`src/rtl/sidec_pkg.sv`:
```
// ----------------------------------------------------------------------------
// sidec_pkg : shared definitions for the signed decimal ASCII converter
// Widths, character codes, the sequencer state type and the BCD digit
// adjust used by the shift-and-add-3 conversion.
// ----------------------------------------------------------------------------
package sidec_pkg;

  // Digit buffer depth (1..19); fewer digits keeps only the low-order ones
  localparam int MAX_DIGITS = 19;

  localparam int VALUE_W   = 64;
  localparam int CHAR_W    = 8;
  localparam int DIGIT_W   = 4;
  localparam int BCD_W     = DIGIT_W * MAX_DIGITS;
  localparam int BIT_CNT_W = $clog2(VALUE_W);
  localparam int DIG_CNT_W = $clog2(MAX_DIGITS + 1);

  localparam logic [CHAR_W-1:0] CHAR_ZERO  = 8'h30;
  localparam logic [CHAR_W-1:0] CHAR_MINUS = 8'h2D;

  typedef enum logic [1:0] {
    ST_IDLE,
    ST_CONV,
    ST_SIGN,
    ST_EMIT
  } state_t;

  // Shift-and-add-3 correction for one BCD digit
  function automatic logic [DIGIT_W-1:0] bcd_adjust(input logic [DIGIT_W-1:0] d);
    logic [DIGIT_W-1:0] r;
    r = (d >= DIGIT_W'(5)) ? (d + DIGIT_W'(3)) : d;
    return r;
  endfunction

endpackage

```
`src/rtl/signed_int_to_decimal_ascii.sv`:
```
// ----------------------------------------------------------------------------
// signed_int_to_decimal_ascii : signed 64-bit integer to decimal ASCII text
// Bit-serial binary to BCD conversion followed by a digit-serial character
// stream, most significant digit first, with a leading minus for negatives.
// ----------------------------------------------------------------------------
//
//  channel | ports                                  | handshake
//  --------+----------------------------------------+---------------------------
//  input   | in_value[63:0] (signed)                | start & !busy
//  result  | out_char_code[7:0], out_last_char      | out_valid strobe, 1 cycle
//
// Sequence: after a transaction is taken, the magnitude is shifted MSB
// first through the BCD register (one bit a cycle, all digits corrected in
// parallel). Then the minus sign on a negative value, then the MAX_DIGITS
// buffered digits in turn: leading zeros are shifted out silently, one
// per cycle, and every other digit is strobed out. busy is high from the
// conversion until the last digit; start is taken again in the cycle busy falls.
// Reset (synchronous, rst_n low) returns the sequencer to idle and drops any
// number in flight. The receiver cannot stall: each character is presented
// for exactly one cycle.
// ----------------------------------------------------------------------------
module signed_int_to_decimal_ascii (
  input  logic                                 clk,
  input  logic                                 rst_n,
  // input transaction
  input  logic                                 start,
  output logic                                 busy,
  input  logic signed [sidec_pkg::VALUE_W-1:0] in_value,
  // result transaction
  output logic                                 out_valid,
  output logic        [sidec_pkg::CHAR_W-1:0]  out_char_code,
  output logic                                 out_last_char
);

  // --------------------------------------------------------------------------
  // Registers
  // --------------------------------------------------------------------------
  sidec_pkg::state_t                     state_r, state_nxt;
  logic [sidec_pkg::VALUE_W-1:0]         mag_r, mag_nxt;      // magnitude, shifted out MSB first
  logic [sidec_pkg::BCD_W-1:0]           bcd_r, bcd_nxt;      // BCD digits, top digit at MSB
  logic [sidec_pkg::BIT_CNT_W-1:0]       bit_cnt_r, bit_cnt_nxt;
  logic [sidec_pkg::DIG_CNT_W-1:0]       dig_left_r, dig_left_nxt;
  logic                                  neg_r, neg_nxt;
  logic                                  ovf_r, ovf_nxt;      // magnitude exceeded the buffer
  logic                                  started_r, started_nxt;  // first digit already sent

  // --------------------------------------------------------------------------
  // Combinational helpers
  // --------------------------------------------------------------------------
  logic                                  accept;
  logic [sidec_pkg::VALUE_W-1:0]         raw;
  logic [sidec_pkg::BCD_W-1:0]           bcd_adj;
  logic [sidec_pkg::DIGIT_W-1:0]         top_digit;
  logic                                  conv_done;
  logic                                  skip_zero;
  logic                                  last_digit;

  assign accept    = start && !busy;
  assign raw       = $unsigned(in_value);
  assign top_digit = bcd_r[sidec_pkg::BCD_W-1 -: sidec_pkg::DIGIT_W];
  assign conv_done = (bit_cnt_r == sidec_pkg::BIT_CNT_W'(sidec_pkg::VALUE_W - 1));
  assign last_digit = (dig_left_r == sidec_pkg::DIG_CNT_W'(1));

  // Leading zero: dropped unless it is the only digit left or the number
  // overflowed the buffer (then every kept digit is printed).
  assign skip_zero = (top_digit == '0) && !started_r && !ovf_r && !last_digit;

  // Add-3 correction on every digit ahead of the shift
  always_comb begin
    for (int i = 0; i < sidec_pkg::MAX_DIGITS; i++) begin
      bcd_adj[i*sidec_pkg::DIGIT_W +: sidec_pkg::DIGIT_W] =
        sidec_pkg::bcd_adjust(bcd_r[i*sidec_pkg::DIGIT_W +: sidec_pkg::DIGIT_W]);
    end
  end

  // --------------------------------------------------------------------------
  // Next state
  // --------------------------------------------------------------------------
  always_comb begin
    state_nxt = state_r;
    case (state_r)
      sidec_pkg::ST_IDLE: begin
        if (start) state_nxt = sidec_pkg::ST_CONV;
      end
      sidec_pkg::ST_CONV: begin
        if (conv_done) state_nxt = neg_r ? sidec_pkg::ST_SIGN : sidec_pkg::ST_EMIT;
      end
      sidec_pkg::ST_SIGN: begin
        state_nxt = sidec_pkg::ST_EMIT;
      end
      sidec_pkg::ST_EMIT: begin
        if (last_digit) state_nxt = sidec_pkg::ST_IDLE;
      end
      default: begin
        state_nxt = sidec_pkg::ST_IDLE;
      end
    endcase
  end

  // --------------------------------------------------------------------------
  // Datapath next values
  // --------------------------------------------------------------------------
  always_comb begin
    mag_nxt      = mag_r;
    bcd_nxt      = bcd_r;
    bit_cnt_nxt  = bit_cnt_r;
    dig_left_nxt = dig_left_r;
    neg_nxt      = neg_r;
    ovf_nxt      = ovf_r;
    started_nxt  = started_r;
    case (state_r)
      sidec_pkg::ST_IDLE: begin
        if (accept) begin
          neg_nxt      = raw[sidec_pkg::VALUE_W-1];
          // two's complement magnitude; the most negative value stays 2^63
          mag_nxt      = raw[sidec_pkg::VALUE_W-1] ?
                         (~raw + sidec_pkg::VALUE_W'(1)) : raw;
          bcd_nxt      = '0;
          bit_cnt_nxt  = '0;
          dig_left_nxt = sidec_pkg::DIG_CNT_W'(sidec_pkg::MAX_DIGITS);
          ovf_nxt      = 1'b0;
          started_nxt  = 1'b0;
        end
      end
      sidec_pkg::ST_CONV: begin
        bcd_nxt     = {bcd_adj[sidec_pkg::BCD_W-2:0], mag_r[sidec_pkg::VALUE_W-1]};
        mag_nxt     = {mag_r[sidec_pkg::VALUE_W-2:0], 1'b0};
        ovf_nxt     = ovf_r | bcd_adj[sidec_pkg::BCD_W-1];
        bit_cnt_nxt = bit_cnt_r + sidec_pkg::BIT_CNT_W'(1);
      end
      sidec_pkg::ST_EMIT: begin
        bcd_nxt      = bcd_r << sidec_pkg::DIGIT_W;
        dig_left_nxt = dig_left_r - sidec_pkg::DIG_CNT_W'(1);
        if (!skip_zero) started_nxt = 1'b1;
      end
      default: begin
      end
    endcase
  end

  // --------------------------------------------------------------------------
  // Outputs
  // --------------------------------------------------------------------------
  always_comb begin
    busy          = 1'b1;
    out_valid     = 1'b0;
    out_char_code = sidec_pkg::CHAR_ZERO + {{(sidec_pkg::CHAR_W - sidec_pkg::DIGIT_W){1'b0}},
                                            top_digit};
    out_last_char = 1'b0;
    case (state_r)
      sidec_pkg::ST_IDLE: begin
        busy = 1'b0;
      end
      sidec_pkg::ST_CONV: begin
      end
      sidec_pkg::ST_SIGN: begin
        out_valid     = 1'b1;
        out_char_code = sidec_pkg::CHAR_MINUS;
      end
      sidec_pkg::ST_EMIT: begin
        out_valid     = !skip_zero;
        out_last_char = last_digit;
      end
      default: begin
      end
    endcase
  end

  // --------------------------------------------------------------------------
  // Registers
  // --------------------------------------------------------------------------
  always_ff @(posedge clk) begin
    if (!rst_n) begin
      state_r    <= sidec_pkg::ST_IDLE;
      bit_cnt_r  <= '0;
      dig_left_r <= '0;
      neg_r      <= 1'b0;
      ovf_r      <= 1'b0;
      started_r  <= 1'b0;
    end else begin
      state_r    <= state_nxt;
      bit_cnt_r  <= bit_cnt_nxt;
      dig_left_r <= dig_left_nxt;
      neg_r      <= neg_nxt;
      ovf_r      <= ovf_nxt;
      started_r  <= started_nxt;
    end
  end

  always_ff @(posedge clk) begin
    mag_r <= mag_nxt;
    bcd_r <= bcd_nxt;
  end

  // --------------------------------------------------------------------------
  // Assertions
  // --------------------------------------------------------------------------
  a_accept_starts_conv: assert property (@(posedge clk) disable iff (!rst_n)
    accept |=> (state_r == sidec_pkg::ST_CONV) && (bit_cnt_r == '0))
    else $error("accepted transaction did not start conversion");

  a_last_ends_number: assert property (@(posedge clk) disable iff (!rst_n)
    (out_valid && out_last_char) |=> !busy)
    else $error("sequencer still busy after last character");

  a_emit_has_digits: assert property (@(posedge clk) disable iff (!rst_n)
    (state_r == sidec_pkg::ST_EMIT) |-> (dig_left_r != '0))
    else $error("digit stream with no digits left");

  a_sign_only_negative: assert property (@(posedge clk) disable iff (!rst_n)
    (state_r == sidec_pkg::ST_SIGN) |-> neg_r && !started_r)
    else $error("minus sign for a non-negative value or after a digit");

  a_no_output_in_conv: assert property (@(posedge clk) disable iff (!rst_n)
    out_valid |-> (state_r == sidec_pkg::ST_SIGN || state_r == sidec_pkg::ST_EMIT))
    else $error("character strobe outside output phase");

endmodule

```
`config.mk`:
```
export PLATFORM = sky130hd
export DESIGN_NAME = signed_int_to_decimal_ascii
export DESIGN_NICKNAME = d
export VERILOG_FILES = /design/src/rtl/sidec_pkg.sv /design/src/rtl/signed_int_to_decimal_ascii.sv
export SDC_FILE = /design/constraint.sdc
export NUM_CORES = 1
export LEC_CHECK = 0
export BUFFER_PORTS_ARGS = -buffer_cell sky130_fd_sc_hd__buf_2
export CORE_UTILIZATION = 35
export DETAILED_ROUTE_END_ITERATION = 10
export PLACE_DENSITY = 0.5
export SYNTH_ARGS = -nofsm -noshare
export SYNTH_HDL_FRONTEND = slang
export SYNTH_SLANG_ARGS = --single-unit
```
`constraint.sdc`:
```
create_clock -name clk -period 10.2 [get_ports clk]
set_input_delay 1.53 -clock clk [delete_from_list [all_inputs] [get_ports clk]]
set_output_delay 1.53 -clock clk [all_outputs]
set_load 0.02 [all_outputs]
```
# Word-level counts from Yosys, hierarchy flattened
# Cells that the tools add are included.
# totals
elab_cells	122
out_inout_bits	11
register_bits	156
# classes
add_sub_neg	23
bitwise_logic	2
n_reduce_logical	19
n_mux	41
order_cmp	19
eq_ne	10
# op_table
op	n
$pmux 76 s3	1
$mux 64	2
$pmux 64 s2	1
$add 4x2->4 const B	19
$ge 4x3->1 const B	19
$mux 4	19
$mux 76	1
$add 64x1->64 const B	1
$not 64->64	1
$pmux 6 s2	1
$ne 2x2->1 const B	5
$pmux 5 s2	1
$pmux 2 s4	1
$reduce_and 2->1	4
$add 6x4->7 const A	1
$mux 7	1
$add 6x1->6 const B	1
$eq 6x6->1 const B	1
$mux 2	3
$mux 6	1
$pmux 1 s2	3
$reduce_and 3->1	2
$eq 5x1->1 const B	1
$mux 1	5
other kinds (11)	19

# Depth between registers and ports, before layout
# Gate-level depths: netlist of run 1.
# logic_depth
depth_word	6
ltp_mapped	9
depth_no_buf	7

# Worst setup path before layout of run 1
# Ideal clock, no wire load.
# synth_path
path_type	input port to flip-flop
startpoint	input start
endpoint	register bcd_r[0] (netlist bit) (enable)
required_time_ns	9.689
stages	2
arrival_ns	4.778
path_buffers	0
setup_ns	0.511
setup_slack_ns	4.912
cell_sequence	nor2b_1 nor2_1
# synth_via
elab_chain_len	3
# synth_rtl
element	line_no	rtl
start, declared	signed_int_to_decimal_ascii.sv:26	input logic start,
$logic_and 1x1->1	signed_int_to_decimal_ascii.sv:58	assign accept = start && !busy;
$ne 2x2->1 (no source line)	n/a	
$reduce_and 2->1 (no source line)	n/a	
end signal, assigned	signed_int_to_decimal_ascii.sv:192	bcd_r <= bcd_nxt;
end, declared	signed_int_to_decimal_ascii.sv:40	logic [sidec_pkg::BCD_W-1:0] bcd_r, bcd_nxt;
# No other way between the ends.
# A chain may end at the register's enable or synchronous reset.

# Worst setup path after layout of run 1
# layout_path
startpoint	input in_value[40] (netlist bit)
endpoint	register mag_r[62] (netlist bit) (data pin)
# layout_via
elab_chain_len	5
# layout_rtl
element	line_no	rtl
start, declared	signed_int_to_decimal_ascii.sv:28	input logic signed [sidec_pkg::VALUE_W-1:0] in_value,
$not 64->64	signed_int_to_decimal_ascii.sv:117	(~raw + sidec_pkg::VALUE_W'(1)) : raw;
$add 64x1->64	signed_int_to_decimal_ascii.sv:117	
$mux 64	signed_int_to_decimal_ascii.sv:116	mag_nxt = raw[sidec_pkg::VALUE_W-1] ?
$mux 64	signed_int_to_decimal_ascii.sv:113	if (accept) begin
$pmux 64 s2	signed_int_to_decimal_ascii.sv:111	case (state_r)
via mag_nxt (one bit)	signed_int_to_decimal_ascii.sv:39	logic [sidec_pkg::VALUE_W-1:0] mag_r, mag_nxt;
end signal, assigned	signed_int_to_decimal_ascii.sv:191	mag_r <= mag_nxt;
end, declared	signed_int_to_decimal_ascii.sv:39	
# The timed path passes the listed nets, and every way through them passes these cells. The select of a mux whose other input is x is not followed.

==> impl_summary.md, run 1 <==
Placement
The cell count after placement is around 1500. Detailed placement ended at an HPWL of approximately 16 mm. Summing all placed instances gives a cell area of 0.0108 sq mm. The count of buffers added on input and output ports is 74. Routability-driven placement finished with a final weighted congestion of ~0.78.

Synthesis
The number of enable-type register cells in the synthesized netlist is 140. The primary flip-flop cell chosen by synthesis mapping is edfxtp_1. Counting flops and latches in the post-synthesis netlist gives ~160. After synthesis the cells add up to 0.0101 sq mm. Yosys attributes the largest share of cell area to edfxtp_1 42%, ha_1 5.8%, o21ai_0 4.6%, dfxtp_1 3.2%, nand2_1 3.1%. The synthesized design spends more area on one cell type than any other, namely edfxtp_1. Of all flip-flops after synthesis, the portion carrying an async set or reset was 0%. The per-instance average area after synthesis is 9.67 sq um.

The synthesized netlist cell count is 1048. Yosys printed 0 warnings. The netlist uses 63 different library cells. The sequential area share after synthesis is 44.7%. In this run the biggest area consumer among cell types represents between 40 and 50% of the synthesized area.

Power and ir drop
The internal portion of the total power is 2.02 mW. The clock network fraction of total power is 19.9%. For this design the ratio of total power to cell area is just under 300 mW/mm^2. The switching part of the total is 39.7%. The switching power of the nets is ~1.3 mW.

Combinational logic burns about two fifths of the power. The worst-case IR drop observed on VDD is 0.141 mV. In this run the static leakage power is between 4 and 5 nW. Of the total power, registers draw 39.5%.

Layout
The number of diodes added for antenna fixing is 0. Cells fill 40.6% of the core in the end. After routing the design area is 0.0114 sq mm. Relative to the synthesized area, the layout overhead comes to 13.0%.

The library cells used most frequently in the layout, excluding fill and tap cells, are 140 x edfxtp_1, 94 x o21ai_0, 85 x nand2_1. The fraction of final layout cells sized beyond drive strength 1 is 12.7%. The most frequent standard cell in the layout excluding fill and tap cells is edfxtp_1. The final net count is 1207. For this run, the number of standard cells in the final layout without fillers is 1484. The number of fill cells is 2810.

Clock tree
The cell chosen for the clock root is clkbuf_16. The CTS sink count is 156. Counting along the longest clock path gives a buffer depth of 2. After clock tree synthesis, the setup repair step added 0 buffers.

The clock-pin slew reported for the worst setup and hold paths after clock tree synthesis is 0.07 ns. TritonCTS built the clock tree. The number of gates resized after cts is 0. The H-tree generated during clock tree synthesis spans 4 levels. The later pin in the worst-skew pair is clocked with a latency of 0.43 ns.

The hold buffer count at CTS is 0. Counting the buffers created by CTS gives 17.

Floorplan
The count of boundary I/O pins is 78. The die span in x is 172 microns. The die covers 0.0296 sq mm.

The floorplan step set the die height to 172 microns. The site row count is just over 60. The core region is approximately 0.028 sq mm. The initial utilization of the core area, before any placement, comes to 36.0%.

Timing
The worst setup skew after layout is 0.0115 ns. The final count of negative-setup-slack endpoints is 0. The final max-slew violation count is 0. The worst relative slew slack is 27.3%. The final hold violation count is 0.

At the pin with the least slew margin, the transition time is 1.08 ns. The portion of the clock cycle consumed by the worst path in the final layout is around 41%. Setup repair after global routing left no endpoint under its margin. Setup total negative slack on the finished layout was measured at 0 ns. The fmax is between 0.2 and 0.25 GHz. The smallest clock period supported by the final layout is computed as 4.14 ns. On the final layout, the worst hold slack is about 0.46 ns.

Route
The routed length on met1 is 12.2 mm. The final routed DRC violation total is 0. After detailed routing, the average wire length per cell comes to ~17 microns.

After detailed routing, the met3 layer carries 950 microns of wire. The routed layout has 8153 vias. The residual antenna-violating net count after detailed routing is 0. Wires add up to 24.8 mm.

The routed via count divided by cell count is 5.49. For this run, the detailed router's first-pass iteration total came to 5. The number of violations reported at the end of detailed-routing iteration 0 is 626. In the detailed route, the total length drawn on met2 is 11.3 mm. The uppermost metal layer occupied by signal nets is met4.

GRT
The number of antenna violations at the first check in global routing is 0. The global route total overflow is 0. The maximum number of pins on one net before global-route repair is between 100 and 150. The first global-routing pass estimated ~41 mm of wire. For this run, the total global-route usage over all layers was measured as 17.4%. The number of global-route vias before repair came to 7792.

Worst setup path
At the worst endpoint, the arrival time is between 4 and 5 ns. The required time of the critical path is 10.48 ns. The path type of the worst setup path is input pin to flip-flop. The endpoint kind of the worst setup timing path is a flip-flop. The setup slack on the worst flop-to-flop path is 7.51 ns. The biggest fanout along the worst timing path is 11. STA classifies the critical path startpoint as an input pin.

Flow run
The number of maximum-capacitance violations is 0.

Status
The run finished with clean final reports.

Worst hold path
The worst hold path belongs to the class flip-flop to flip-flop.
[layer usage]
| layer | GRT usage (%) | vias up |
|---|---|---|
| met5 | 0 | - |
| met4 | 5.62 | 0 |
| met3 | 2.66 | 29 |
| met2 | 28.0 | 172 |
| met1 | 23.9 | 3872 |
| li1 | - | 4080 |
[cell families (layout without fill, tap and decap cells)]
kind of cell / Yosys count / after routing / synth area share, %
XOR/XNOR: 55 / 55 / 4.76
buffers and inverters: 115 / 172 / 4.47
AND/OR/NAND/NOR: 347 / 347 / 18.5
adder cells (fa/ha/maj): 47 / 47 / 5.81
multiplexers: 9 / 9 / 0.951
other: 2 / 3 / 0.0741
flip-flops: 156 / 156 / 44.7
AO/OA/AOI/OAI: 317 / 317 / 20.7
[worst paths after layout]
check                                  start        end  cells past startpoint
worst min-delay path                   neg_r      neg_r                      2
worst max-delay path            in_value[40]  mag_r[62]                      6
worst min register to register         neg_r      neg_r                      2
worst max register to register    state_r[1]  mag_r[27]                      5
[cell usage after synthesis, types with 4 or more instances]
cell      count
edfxtp_1    140
o21ai_0      94
nand2_1      85
a21oi_1      56
inv_1        53
clkbuf_1     47
ha_1         47
nor2_1       43
a22oi_1      35
nand3_1      30
xnor2_1      28
nor2b_1      27
xor2_1       27
nand4_1      26
nor3b_1      25
nand2b_1     24
a22o_1       23
o22ai_1      23
nor3_1       19
or3_1        17
dfxtp_1      16
o32ai_1      14
nor4_1       12
a311o_1      11
and3_1       11
o31ai_1      11
a211o_1       9
o41ai_1       8
or4_1         6
buf_1         5
buf_2         5
mux2_2        5
a31oi_1       4
buf_4         4
mux2i_1       4
o311ai_0      4
o31a_1        4
or2_2         4
[critical path: stages]
cell     delay [ns]
buf_2          0.12
nor4_1         0.92
nand4_1        0.65
or3_1          0.57
or4_1          0.53
nand3_1        0.09
[state kept, by name, indices dropped and copies added, names as in the netlist]
| signal | count |
|---|---|
| started_r | 1 |
| dig_left_r | 5 |
| ovf_r | 1 |
| mag_r | 64 |
| bit_cnt_r | 6 |
| bcd_r | 76 |
| state_r | 2 |
| neg_r | 1 |
[area by class of cell]
type | instances | area, sq um | area share [%]
inverter | 54 | 203 | 1.77
tap | 378 | 473 | 4.13
sequential | 156 | 4520 | 39.5
clock buffer | 19 | 433 | 3.78
multi-input combinational | 778 | 5180 | 45.3
clock inverter | 13 | 166 | 1.45
timing repair buffer | 86 | 460 | 4.02
[power groups by stage]
| stage | combinational, mW | clock, mW | sequential (mW) |
|---|---|---|---|
| 3_5_place_dp | 1.37 | 0 | 1.33 |
| 2_1_floorplan | 1.05 | 0 | 1.28 |
| 4_1_cts | 1.38 | 0.682 | 1.32 |
| 5_1_grt | 1.55 | 0.708 | 1.36 |
| 6_report | 1.36 | 0.665 | 1.32 |
| 3_3_place_gp | 1.37 | 0 | 1.33 |
[through the flow]
step / setup WS, ns / total power, mW
floorplan: 4.91 / 2.33
global placement: 5.61 / 2.70
detailed placement: 5.61 / 2.70
CTS: 6.05 / 3.38
global route: 5.71 / 3.62
finish: 6.06 / 3.34
No activity file was read; power rests on OpenSTA's default activity.
==> run 2, diff against run 1 <==
Settings changed: PLACE_DENSITY 0.5 to 0.52.
Clock period 10.2 ns to 3.5 ns, I/O delays scaled along.
==> run 2 against run 1 <==
  * Non-clock buffer count is 10 higher
  * Wire length is 0.71% lower
  * Clock skew hardly changed
  * Die area stayed put
  * Sequential cell count stayed put
  * Critical endpoint unchanged
  * Largest cell class unchanged
==> impl_summary.md, run 2 (synthesis gave the netlist of run 1 again) <==
Status
The flow ran to the end, and the final reports show no timing, DRC or antenna violations.

Timing
Setup repair after global routing left no endpoint under its margin. The aggregate negative setup slack is 0 ns (unchanged). Based on the critical path, the design can be clocked at up to roughly 0.38 GHz. The final hold violation count came to 0 (unchanged). The transition time at the pin with the least slew margin is 0.945 ns (-0.135 ns). The worst setup skew after layout was 0.0113 ns (-0.000106 ns). The worst relative slew slack is 37.0% (+9.7 points). The portion of the clock cycle consumed by the worst path in the final layout is about 75%.

The final count of negative-setup-slack endpoints is 0 (unchanged). After layout, the minimum clock period comes to 2.62 ns. The final max-slew violation count is 0 (unchanged).

Worst setup path
The depth of the critical timing path with buffers and inverters included is 6 (unchanged). In this run the worst setup path begins at in_value[20]. The critical path goes through buf_2, or4_1, or3_1, or3_1, or4_1, nand3_1. The setup slack on the worst flop-to-flop path was 1.12 ns (-6.39 ns). The startpoint of the most critical register-to-register path is state_r[0]. STA classifies the critical path endpoint as a flip-flop.

The delay of the slowest cell on the worst path is 0.59 ns (-0.33 ns). The biggest fanout along the worst timing path is 11 (unchanged). The number of buffer and inverter stages on the critical path is 1 (unchanged). The path type of the worst setup path is input pin to flip-flop.

The capture instance of the worst register-to-register path is bit_cnt_r[2]. Among all stages on the critical path, the largest delay is contributed by or4_1. The kind of cell with the highest combined delay along the critical path is simple AND/OR/NAND/NOR gates. The required time of the critical path is 3.79 ns (-6.69 ns). The data arrival time of the critical path is 2.91 ns (-1.51 ns). The most critical setup path has its endpoint at mag_r[62].

The launching element type of the critical path is an input pin. The cell depth of the worst flop-to-flop path was 8 (+3).

Route
The met2 wire length is 11.3 mm (-0.21%). The residual antenna-violating net count after detailed routing is 0 (unchanged). The routed via count divided by cell count is 5.54 (+0.78%). The length of routed met3 wiring is 1.04 mm (+9.3%). In this run the top signal layer used is met4. The final routed DRC violation total is 0 (unchanged).

The routed length on met1 is 12.0 mm (-1.4%). The detailed-routing iteration count for the pre-antenna-repair pass was 7 (+2). The number of violations reported at the end of detailed-routing iteration 0 is 634 (+1.3%). The per-cell routed wire length came to 16.5 microns (-1.4%). The vias after detailed routing came to 8272 (+1.5%). The final wirelength is 24.6 mm (-0.71%).

Floorplan
The vertical extent of the die is 172 microns (unchanged). The effective utilization at floorplan is 36.0% (unchanged). The area of the core region came to 0.0282 sq mm (unchanged).

The die span in x is 172 microns (unchanged). The count of boundary I/O pins came to 78 (unchanged). The total die area came to 0.0296 sq mm (unchanged). The site row count is 61 (unchanged).

Power and ir drop
The sequential share of power is 39.2% (-0.3 points). The total leakage power came to 4.14 nW (+1.9%). The highest ir drop seen on vdd came to 0.381 mV (+170%). The switching power of the nets came to 3.96 mW (+200%). The switching part of the total is 40.4% (+0.68 points). The post-route total power is 9.81 mW (+190%).

The power per cell area came to 848 mW/mm^2 (+190%). The share of power burned in combinational logic is 41.6% (+1.0 points). The cell internal power dissipation is 5.84 mW (+190%). The clock network fraction of total power is 19.2% (-0.7 points).

Clock tree
The depth of the CTS H-tree is 4 (unchanged). The TritonCTS clock tree is done. The CTS sink count is 156 (unchanged). The number of buffers added for setup after CTS came to 0 (unchanged).

The cell chosen for the clock root is clkbuf_16. The insertion delay to the later sink of the worst-skew pair came to 0.44 ns (about the same). The maximum number of buffers from clock root to sink is 2 (unchanged). The clock-pin slew reported for the worst setup and hold paths after clock tree synthesis is 0.08 ns (about the same). The hold buffer count at CTS is 0 (unchanged). The number of gates resized after cts is 0 (unchanged). The CTS buffer count is 17 (unchanged).

Layout
In the layout the commonest cells are 140 x edfxtp_1, 94 x o21ai_0, 85 x nand2_1. Leaving out fill and tap cells, the most frequent cell in the layout is edfxtp_1. The number of fill cells is 2773 (-1.3%). The number of diodes added for antenna fixing came to 0 (unchanged). The final net count came to 1217 (+0.83%).

The area growth from synthesis to layout is 14.1%. In the final layout, the registers with the most flip-flops are bcd_r x76, mag_r x64, bit_cnt_r x6. The flip-flop count of the largest register after layout is 76 (unchanged). The fraction of final layout cells sized beyond drive strength 1 is 13.7% (+0.96 points). The register with the most flip-flops in the final layout is bcd_r.

Flow run
The number of maximum-capacitance violations is 0 (unchanged).

Placement
The final HPWL from detailed placement is 15.9 mm (+2.4%). The total of buffers placed on input and output ports is 74 (unchanged). The final weighted congestion in routability-driven placement is 0.796 (+1.5%).

GRT
The number of antenna violations at the first check in global routing is 0 (unchanged). The global-route wire length before repair is 40.5 mm (-0.47%). The number of global-route vias before repair is 7793 (+0.013%).

The maximum number of pins on one net before global-route repair was 67 (-35%). The global route total overflow was 0 (unchanged). The global routing usage summed across all routing layers was 17.4% (-0.063 points).

Worst hold path
The number of cells traversed by the worst hold path was 3 (+1). The path type of the worst min-delay path is input pin to flip-flop.
-- run 2: changes by cell type in the layout (fill, tap and decap cells not counted), sizes merged --
cell	before	now
bufinv	3	0
buf	86	96
inv	56	65
clkinv	5	2
clkinvlp	3	0
-- run 2: worst min-delay path by stage --
stage          start     to  slack [ns]
2_1_floorplan  neg_r  neg_r        0.44
3_3_place_gp   ovf_r  ovf_r        0.46
3_5_place_dp   neg_r  neg_r        0.46
4_1_cts        start  neg_r        0.38
5_1_grt        start  neg_r        0.42
6_report       start  neg_r        0.40
-- run 2: area by class of cell --
type                       count  area (sq um)  area share (%)
timing repair buffer          96           586            5.07
clock inverter                13           113           0.974
multi-input combinational    778          5180            44.9
sequential                   156          4520            39.1
inverter                      54           203            1.75
tap                          378           473            4.09
clock buffer                  19           475            4.11
-- run 2: stage by stage --
stage | instance area [sq um] | util, % | hold WS (ns) | setup WS [ns] | instances
2_1_floorplan | 10100 | - | 0.438 | 0.209 | 1049
3_3_place_gp | 11000 | 38.9 | 0.459 | 0.474 | 1462
3_5_place_dp | 11000 | 38.9 | 0.460 | 0.433 | 1462
4_1_cts | 11600 | 41.0 | 0.378 | 0.861 | 1494
5_1_grt | 11600 | 41.0 | 0.419 | 0.763 | 1494
6_report | 11600 | 41.0 | 0.401 | 0.879 | 1494
-- run 2: worst register-to-register path: cells and delay by family, from the launching register on --
family / cells / cell delay, ns
buffers and inverters: 3 / 0.89
flip-flops: 1 / 0.44
multiplexers: 1 / 0.27
AND/OR/NAND/NOR: 2 / 0.20
XOR/XNOR: 1 / 0.16
adder cells (fa/ha/maj): 1 / 0.30
-- run 2: layer usage --
layer,vias up,track usage [%]
li1,4090,-
met1,3963,23.5
met2,201,28.4
met3,18,2.68
met4,0,5.39
met5,-,0
-- run 2: power by group through the flow --
stage / clock network (mW) / logic, mW / registers (mW)
after global routing: 1.99 / 4.63 / 3.97
after floorplan: 0 / 3.06 / 3.72
final: 1.89 / 4.08 / 3.84
after CTS: 1.93 / 4.12 / 3.85
after detailed placement: 0 / 4.11 / 3.87
after global placement: 0 / 4.08 / 3.87
